==> config.mk <==
export PLATFORM = sky130hd
export DESIGN_NAME = epoch_to_local_calendar
export DESIGN_NICKNAME = d
export VERILOG_FILES = /design/src/hw/rtl/ectl_pkg.sv /design/src/hw/rtl/ectl_day_split.sv /design/src/hw/rtl/ectl_clock.sv /design/src/hw/rtl/ectl_date.sv /design/src/hw/rtl/epoch_to_local_calendar.sv
export SDC_FILE = /design/constraint.sdc
export NUM_CORES = 2
export LEC_CHECK = 0
export ABC_AREA = 1
export BUFFER_PORTS_ARGS = -buffer_cell sky130_fd_sc_hd__buf_2
export CAP_MARGIN = 20
export CORE_MARGIN = 5
export CORE_UTILIZATION = 60
export CTS_CLUSTER_DIAMETER = 60
export DETAILED_ROUTE_END_ITERATION = 6
export PLACE_DENSITY_LB_ADDON = 0.15
export SETUP_SLACK_MARGIN = 0.02
export SYNTH_ARGS = -nofsm -noshare
export SYNTH_HDL_FRONTEND = slang
export SYNTH_SLANG_ARGS = --single-unit
==> constraint.sdc <==
create_clock -name clk -period 19.39 [get_ports clk]
set_input_delay 3.878 -clock clk [delete_from_list [all_inputs] [get_ports clk]]
set_output_delay 3.878 -clock clk [all_outputs]
set_load 0.01 [all_outputs]
==> src/hw/rtl/ectl_pkg.sv <==
// ----------------------------------------------------------------------------
// ectl_pkg
// Shared constants, types and tables for the epoch to local calendar block.
// ----------------------------------------------------------------------------
package ectl_pkg;

  // Pipeline depth: input register, four work stages, output register
  localparam int NUM_STAGES = 6;
  typedef logic [NUM_STAGES-1:0] stage_en_t;

  // Field widths
  localparam int EPOCH_W  = 32;
  localparam int TOTAL_W  = 33;
  localparam int TOD_W    = 17;
  localparam int DAY_W    = 16;
  localparam int YEAR_W   = 7;
  localparam int MONTH_W  = 4;
  localparam int DOM_W    = 5;
  localparam int HOUR_W   = 5;
  localparam int MIN_W    = 6;
  localparam int SEC_W    = 6;
  localparam int IN_TDATA_W  = 32;
  localparam int OUT_TDATA_W = 40;

  // Time constants
  localparam int SEC_PER_MIN    = 60;
  localparam int SEC_PER_HOUR   = 3600;
  localparam int LOCAL_OFFSET_H = 8;
  localparam logic [TOTAL_W-1:0] LOCAL_OFFSET_SEC = TOTAL_W'(LOCAL_OFFSET_H * SEC_PER_HOUR);

  // Seconds per day is 128 * 675: shift by 7, then divide by 675
  localparam int DAY_SHIFT    = 7;
  localparam int DAY_ODD_DIV  = 675;
  localparam int DIV675_SHIFT = 36;
  localparam logic [27:0] DIV675_MUL =
    28'(((64'd1 << DIV675_SHIFT) + 64'd674) / 64'd675);

  // Four-year cycles counted from 1968-03-01
  localparam int CYCLE_DAYS = 1461;
  localparam int YEAR_DAYS  = 365;
  localparam logic [DAY_W-1:0] CYCLE_OFFSET_DAYS = 16'd671;   // 1968-03-01 .. 1970-01-01
  localparam logic [DAY_W-1:0] NO_LEAP_2100_DAY  = 16'd48212; // 2100-03-01
  localparam int DIV1461_SHIFT = 27;
  localparam logic [17:0] DIV1461_MUL =
    18'(((64'd1 << DIV1461_SHIFT) + 64'd1460) / 64'd1461);

  // Time of day splits
  localparam int DIV3600_SHIFT = 29;
  localparam logic [17:0] DIV3600_MUL =
    18'(((64'd1 << DIV3600_SHIFT) + 64'd3599) / 64'd3600);
  localparam int DIV60_SHIFT = 23;
  localparam logic [17:0] DIV60_MUL =
    18'(((64'd1 << DIV60_SHIFT) + 64'd59) / 64'd60);

  // Year of century bias: cycle base year 1968
  localparam int CYCLE_BASE_YEAR = 1968;
  localparam logic [7:0] YEAR_BIAS = 8'(CYCLE_BASE_YEAR % 100);
  localparam int MARCH_MP_JAN = 10;

  // Day of a March-based year on which each month starts
  function automatic logic [8:0] month_start(input logic [3:0] mp);
    logic [8:0] s;
    case (mp)
      4'd0:    s = 9'd0;
      4'd1:    s = 9'd31;
      4'd2:    s = 9'd61;
      4'd3:    s = 9'd92;
      4'd4:    s = 9'd122;
      4'd5:    s = 9'd153;
      4'd6:    s = 9'd184;
      4'd7:    s = 9'd214;
      4'd8:    s = 9'd245;
      4'd9:    s = 9'd275;
      4'd10:   s = 9'd306;
      4'd11:   s = 9'd337;
      default: s = 9'd0;
    endcase
    return s;
  endfunction

endpackage

==> src/hw/rtl/ectl_day_split.sv <==
// ----------------------------------------------------------------------------
// ectl_day_split
// Input register, local offset and split into day count and time of day.
// ----------------------------------------------------------------------------
module ectl_day_split (
  input  logic                        clk,
  input  ectl_pkg::stage_en_t         en,
  input  logic [ectl_pkg::EPOCH_W-1:0] epoch_seconds,
  output logic [ectl_pkg::DAY_W-1:0]   day_count,
  output logic [ectl_pkg::TOD_W-1:0]   tod
);
  import ectl_pkg::*;

  logic [EPOCH_W-1:0]          epoch_reg;
  logic [TOTAL_W-1:0]          total;
  logic [TOTAL_W-DAY_SHIFT-1:0] coarse;
  logic [53:0]                 prod;
  logic [DAY_W-1:0]            days_q;
  logic [TOTAL_W-DAY_SHIFT-1:0] coarse_r;
  logic [DAY_SHIFT-1:0]        fine_r;
  logic [TOTAL_W-DAY_SHIFT-1:0] rem_full;
  logic [DAY_W-1:0]            day_shifted;
  logic [DAY_W-1:0]            day_count_next;

  // Hold the accepted request
  always_ff @(posedge clk) begin
    if (en[0]) begin
      epoch_reg <= epoch_seconds;
    end
  end

  // Apply local offset and divide by 128 * 675 via reciprocal
  assign total  = TOTAL_W'(epoch_reg) + LOCAL_OFFSET_SEC;
  assign coarse = total[TOTAL_W-1:DAY_SHIFT];
  assign prod   = 54'(coarse) * 54'(DIV675_MUL);

  always_ff @(posedge clk) begin
    if (en[1]) begin
      days_q   <= prod[DIV675_SHIFT+DAY_W-1:DIV675_SHIFT];
      coarse_r <= coarse;
      fine_r   <= total[DAY_SHIFT-1:0];
    end
  end

  // Rebuild time of day and rebase the day count on the leap cycle
  assign rem_full    = coarse_r - (26'(days_q) * 26'(DAY_ODD_DIV));
  assign day_shifted = days_q + CYCLE_OFFSET_DAYS;
  // skip the missing leap day of 2100
  assign day_count_next = (day_shifted >= NO_LEAP_2100_DAY) ? day_shifted + 16'd1
                                                            : day_shifted;

  always_ff @(posedge clk) begin
    if (en[2]) begin
      tod       <= {rem_full[9:0], fine_r};
      day_count <= day_count_next;
    end
  end

endmodule

==> src/hw/rtl/ectl_clock.sv <==
// ----------------------------------------------------------------------------
// ectl_clock
// Split the time of day into hour, minute and second.
// ----------------------------------------------------------------------------
module ectl_clock (
  input  logic                         clk,
  input  ectl_pkg::stage_en_t          en,
  input  logic [ectl_pkg::TOD_W-1:0]   tod,
  output logic [ectl_pkg::HOUR_W-1:0]  hour_of_day,
  output logic [ectl_pkg::MIN_W-1:0]   minute_of_hour,
  output logic [ectl_pkg::SEC_W-1:0]   second_of_minute
);
  import ectl_pkg::*;

  logic [35:0]        prod_h;
  logic [35:0]        prod_m;
  logic [HOUR_W-1:0]  hour3;
  logic [10:0]        mins3;
  logic [TOD_W-1:0]   tod3;
  logic [TOD_W-1:0]   sec_full;
  logic [10:0]        min_full;
  logic [HOUR_W-1:0]  hour4;
  logic [MIN_W-1:0]   min4;
  logic [SEC_W-1:0]   sec4;

  // Divide by 3600 and by 60 in parallel
  assign prod_h = 36'(tod) * 36'(DIV3600_MUL);
  assign prod_m = 36'(tod) * 36'(DIV60_MUL);

  always_ff @(posedge clk) begin
    if (en[3]) begin
      hour3 <= prod_h[DIV3600_SHIFT+HOUR_W-1:DIV3600_SHIFT];
      mins3 <= prod_m[DIV60_SHIFT+10:DIV60_SHIFT];
      tod3  <= tod;
    end
  end

  // Take remainders
  assign sec_full = tod3 - (17'(mins3) * 17'(SEC_PER_MIN));
  assign min_full = mins3 - (11'(hour3) * 11'(SEC_PER_MIN));

  always_ff @(posedge clk) begin
    if (en[4]) begin
      hour4 <= hour3;
      min4  <= min_full[MIN_W-1:0];
      sec4  <= sec_full[SEC_W-1:0];
    end
  end

  // Output register
  always_ff @(posedge clk) begin
    if (en[5]) begin
      hour_of_day      <= hour4;
      minute_of_hour   <= min4;
      second_of_minute <= sec4;
    end
  end

endmodule

==> src/hw/rtl/ectl_date.sv <==
// ----------------------------------------------------------------------------
// ectl_date
// Turn a day count from 1968-03-01 into year of century, month and day.
// ----------------------------------------------------------------------------
module ectl_date (
  input  logic                          clk,
  input  ectl_pkg::stage_en_t           en,
  input  logic [ectl_pkg::DAY_W-1:0]    day_count,
  output logic [ectl_pkg::YEAR_W-1:0]   year_of_century,
  output logic [ectl_pkg::MONTH_W-1:0]  month_number,
  output logic [ectl_pkg::DOM_W-1:0]    day_of_month
);
  import ectl_pkg::*;

  logic [33:0]       prod_c;
  logic [5:0]        cycle3;
  logic [DAY_W-1:0]  day3;
  logic [DAY_W-1:0]  rem_full;
  logic [10:0]       rem;
  logic [1:0]        yoe;
  logic [8:0]        doy;
  logic [7:0]        ybase;
  logic [8:0]        doy4;
  logic [7:0]        ybase4;
  logic [3:0]        mp;
  logic [8:0]        dom_full;
  logic [7:0]        yoff;
  logic [7:0]        ybiased;
  logic [7:0]        ymod;

  // Count whole four-year cycles
  assign prod_c = 34'(day_count) * 34'(DIV1461_MUL);

  always_ff @(posedge clk) begin
    if (en[3]) begin
      cycle3 <= prod_c[DIV1461_SHIFT+5:DIV1461_SHIFT];
      day3   <= day_count;
    end
  end

  // Year within the cycle and day within that year
  assign rem_full = day3 - (16'(cycle3) * 16'(CYCLE_DAYS));
  assign rem      = rem_full[10:0];
  assign yoe      = 2'(rem >= 11'(YEAR_DAYS)) + 2'(rem >= 11'(2 * YEAR_DAYS))
                  + 2'(rem >= 11'(3 * YEAR_DAYS));

  always_comb begin
    case (yoe)
      2'd0:    doy = rem[8:0];
      2'd1:    doy = 9'(rem - 11'(YEAR_DAYS));
      2'd2:    doy = 9'(rem - 11'(2 * YEAR_DAYS));
      default: doy = 9'(rem - 11'(3 * YEAR_DAYS));
    endcase
  end

  assign ybase = {cycle3, 2'b00} + 8'(yoe);

  always_ff @(posedge clk) begin
    if (en[4]) begin
      doy4   <= doy;
      ybase4 <= ybase;
    end
  end

  // Month by counting month starts passed
  always_comb begin
    mp = 4'd0;
    for (int i = 1; i < 12; i++) begin
      mp = mp + 4'(doy4 >= month_start(4'(i)));
    end
  end

  assign dom_full = doy4 - month_start(mp) + 9'd1;
  assign yoff     = ybase4 + 8'(mp >= 4'(MARCH_MP_JAN));
  assign ybiased  = yoff + YEAR_BIAS;

  // Reduce modulo 100 (value stays below 300)
  always_comb begin
    if (ybiased >= 8'd200) begin
      ymod = ybiased - 8'd200;
    end else if (ybiased >= 8'd100) begin
      ymod = ybiased - 8'd100;
    end else begin
      ymod = ybiased;
    end
  end

  // Output register
  always_ff @(posedge clk) begin
    if (en[5]) begin
      year_of_century <= ymod[YEAR_W-1:0];
      month_number    <= (mp < 4'(MARCH_MP_JAN)) ? mp + 4'd3 : mp - 4'd9;
      day_of_month    <= dom_full[DOM_W-1:0];
    end
  end

endmodule

==> src/hw/rtl/epoch_to_local_calendar.sv <==
// Each accepted request moves through the six pipeline registers to m_tvalid,
// one request per cycle while m_tready is high; the work stages hold
// constant-reciprocal multiplies and short compare chains between them.
// Back-pressure stalls only the stages that hold data, so bubbles close up.
// Reset clears the stage valid bits; the data registers are not reset.
// ----------------------------------------------------------------------------
// epoch_to_local_calendar
// Unix seconds to local (UTC+8) Gregorian date and time of day.
// ----------------------------------------------------------------------------
module epoch_to_local_calendar (
  input  logic                               clk,
  input  logic                               rst,
  input  logic                               s_tvalid,
  output logic                               s_tready,
  // [31:0] epoch_seconds
  input  logic [ectl_pkg::IN_TDATA_W-1:0]    s_tdata,
  output logic                               m_tvalid,
  input  logic                               m_tready,
  // [6:0] year_of_century, [10:7] month_number, [15:11] day_of_month,
  // [20:16] hour_of_day, [26:21] minute_of_hour, [32:27] second_of_minute,
  // [39:33] zero
  output logic [ectl_pkg::OUT_TDATA_W-1:0]   m_tdata
);
  import ectl_pkg::*;

  stage_en_t            en;
  logic [NUM_STAGES-1:0] valid;
  logic [DAY_W-1:0]     day_count;
  logic [TOD_W-1:0]     tod;
  logic [YEAR_W-1:0]    year_of_century;
  logic [MONTH_W-1:0]   month_number;
  logic [DOM_W-1:0]     day_of_month;
  logic [HOUR_W-1:0]    hour_of_day;
  logic [MIN_W-1:0]     minute_of_hour;
  logic [SEC_W-1:0]     second_of_minute;

  // Advance a stage when it is empty or the one after it advances
  always_comb begin
    en[NUM_STAGES-1] = !valid[NUM_STAGES-1] || m_tready;
    for (int k = NUM_STAGES - 2; k >= 0; k--) begin
      en[k] = !valid[k] || en[k+1];
    end
  end

  assign s_tready = en[0];
  assign m_tvalid = valid[NUM_STAGES-1];

  // Track occupancy of each stage
  always_ff @(posedge clk) begin
    if (rst) begin
      valid <= '0;
    end else begin
      if (en[0]) begin
        valid[0] <= s_tvalid;
      end
      for (int k = 1; k < NUM_STAGES; k++) begin
        if (en[k]) begin
          valid[k] <= valid[k-1];
        end
      end
    end
  end

  ectl_day_split u_split (
    .clk           (clk),
    .en            (en),
    .epoch_seconds (s_tdata[EPOCH_W-1:0]),
    .day_count     (day_count),
    .tod           (tod)
  );

  ectl_clock u_clock (
    .clk              (clk),
    .en               (en),
    .tod              (tod),
    .hour_of_day      (hour_of_day),
    .minute_of_hour   (minute_of_hour),
    .second_of_minute (second_of_minute)
  );

  ectl_date u_date (
    .clk             (clk),
    .en              (en),
    .day_count       (day_count),
    .year_of_century (year_of_century),
    .month_number    (month_number),
    .day_of_month    (day_of_month)
  );

  // Pack the result
  assign m_tdata = {7'd0, second_of_minute, minute_of_hour, hour_of_day,
                    day_of_month, month_number, year_of_century};

endmodule

==> results.yml <==
sta:
  maxSlewHeadroom: 0.4121
  slew_violations: 0
  finalHoldViolCount: 0
  setup_tns_ns: 0
  skew_ns: 0.01671
  rsz0062_at_grt: "no"
  setup_viol: 0
  fin_crit_sh: 0.5564
  max_clock_freq_ghz: 0.09270
  layout_min_cycle_time_ns: 10.79
  tightest_slew_ns: 0.8811
final_layout:
  nNetsFinal: 5238
  drive_gt1_frac: 0.03810
  largest_register_ffs: 32
  stdcell_area_sq_mm: 0.03756
  areaGrowthSynthToFinish_pct: 6.085
routing:
  drc: 0
  finalWirelength_mm: 79.51
  dr.pass1.iters: 6
  wl_per_cell_microns: 16.51
  vias: 25640
  viasPerCell: 5.324
  final_antenna_net_count: 0
  drtIter0Drc: 1571
floorplanning:
  io_pins: 78
  die_w_microns: 252.9
  rows: 89
  dieArea_sq_mm: 0.06397
  start_util: 0.6034
  core_area_sq_mm: 0.05869
  die_height_microns: 252.9
placed_design:
  port_buffers: 70
  dp_hpwl_mm: 69.81
  place_area_sq_mm: 0.03680
  gp_congestion: 0.9549
synth:
  synth_area_leaders: "ha_1, fa_1, edfxtp_1"
  yosysWarnings: 0
  synth_flop_cell: "edfxtp_1"
  synth_seq_cells: 205
  synth_cells: 3919
  synth_enable_flop_cells: 199
  synth_top_cell_by_area: "ha_1"
  synth_top_area_frac: 0.2636
  avgSynthCellArea_sq_um: 9.035
  synthDistinctLibCells: 54
  synthArstFlopShare: 0
  yosysMostFrequentCell: "inv_1"
  netlist_area_sq_mm: 0.03541
  synthTopCellsByCount: "inv_1, ha_1, nand2_1, fa_1, nor2_1"
  ys_seq_area_frac: 0.1722
global_routing:
  grt_pass1_vias: 26310
  antenna_found_initial: 1
  grt_pass1_wl_mm: 133.0
  grt_overflow_total: 0
  grtUsageTotal: 0.2568
  grt_max_degree: 37
clocking:
  cts_buffers: 23
  postCtsHoldBufs: 0
  cts_max_level: 1
  post-cts-setup-buffer-count: 0
  clk_pin_slew_ns: 0.06
  post_cts_resized: 0
  cts_tree: "yes"
  clock_sinks: 205
  clockBufferDepth: 3
  insertion_delay_ns: 0.55
  cts_root_buf: "clkbuf_16"
worst_hold_path:
  hold_depth: 0
  min_path_type: "register to register"
worst_setup_path:
  crit_cells: 17
  path_delay_family: "buffers and inverters"
  cp.arrival_ns: 6.91
  cp-start-kind: "input pin"
  path_max_fanout: 36
  end_kind: "output port"
  criticalPathCategory: "input pin to output port"
  required_ns: 15.51
  slowest_stage: "buf_4"
  r2r_cells: 30
  path_buf_inv: 11
  cp_cell_sequence: "buf_2 > nor2_1 > inv_1 > buf_4 > nor2_1 > inv_1 > buf_4 > nor2_1 > inv_1 > buf_4 > nor2_1 > inv_1 > buf_4 > nor2_1 > nand2_1 > buf_4 > buf_2"
  cpPeakStageDelay_ns: 0.42
flow_run:
  cap_viol_max_count: 0
status:
  status: "finished, final reports clean"
[path summary, 6_finish.rpt]
kind | start | to | slack (ns)
setup / recovery | m_tready | s_tready | 8.60
hold / removal | u_clock.tod3[0] | u_clock.sec4[0] | 0.41
setup reg to reg | u_split.epoch_reg[7] | u_split.days_q[15] | 11.32
hold reg to reg | u_clock.tod3[0] | u_clock.sec4[0] | 0.41
[worst register-to-register path: cells and delay by family (launching register included)]
family	cells	cell delay [ns]
adder cells (fa/ha/maj)	9	4.09
AND/OR/NAND/NOR	15	2.34
buffers and inverters	5	0.58
flip-flops	1	0.44
XOR/XNOR	1	0.35
[per-stage QoR]
step / setup WS (ns) / utilization / hold WS [ns] / std cells
after floorplan: 7.508 / - / 0.4003 / 3925
after global routing: 8.233 / 0.6400 / 0.4182 / 4815
final: 8.602 / 0.6401 / 0.4149 / 4816
after global placement: 8.605 / 0.6271 / 0.4013 / 4773
after detailed placement: 8.561 / 0.6271 / 0.4054 / 4773
after CTS: 8.535 / 0.6400 / 0.4159 / 4815
[final cells by class]
class | instances | area [sq um]
clock inverters | 13 | 152.6
multi-input cells | 2679 | 25400
inverters | 1030 | 3866
flip-flops and latches | 205 | 6096
diodes | 1 | 2.502
fillers | 4959 | 21120
well taps | 773 | 967.2
clock buffers | 29 | 608.1
repair buffers | 86 | 470.5
[layer usage]
layer,up-vias,share of wire,global-route usage
li1,12620,-,-
met5,-,0,0
met1,12320,0.46,0.3596
met4,0,0.027,0.06324
met2,575,0.47,0.4326
met3,128,0.045,0.02825
[cell usage in the layout, fill, tap and decap left out, types with 39 or more instances in the layout]
cell / count
fa_1: 431
a21oi_1: 177
nand4_1: 39
nand3_1: 116
nand2_1: 528
inv_1: 1027
buf_2: 70
ha_1: 746
nor2_1: 229
edfxtp_1: 199
xor2_1: 83
o21ai_0: 110
[kinds of logic (layout without fill, tap and decap cells)]
logic type               Yosys count  in the layout  share of synthesized area
AND/OR/NAND/NOR                  988            988                     0.1169
buffers and inverters           1041           1158                     0.1116
AO/OA/AOI/OAI                    385            385                    0.06166
flip-flops                       205            205                     0.1722
adder cells (fa/ha/maj)         1177           1177                     0.5073
other                              1              8                  0.0001059
XOR/XNOR                         122            122                    0.03039
Power is left out: the tool's default activity adds up to more than one toggle a clock period on the data nets, which glitch-free logic cannot reach.
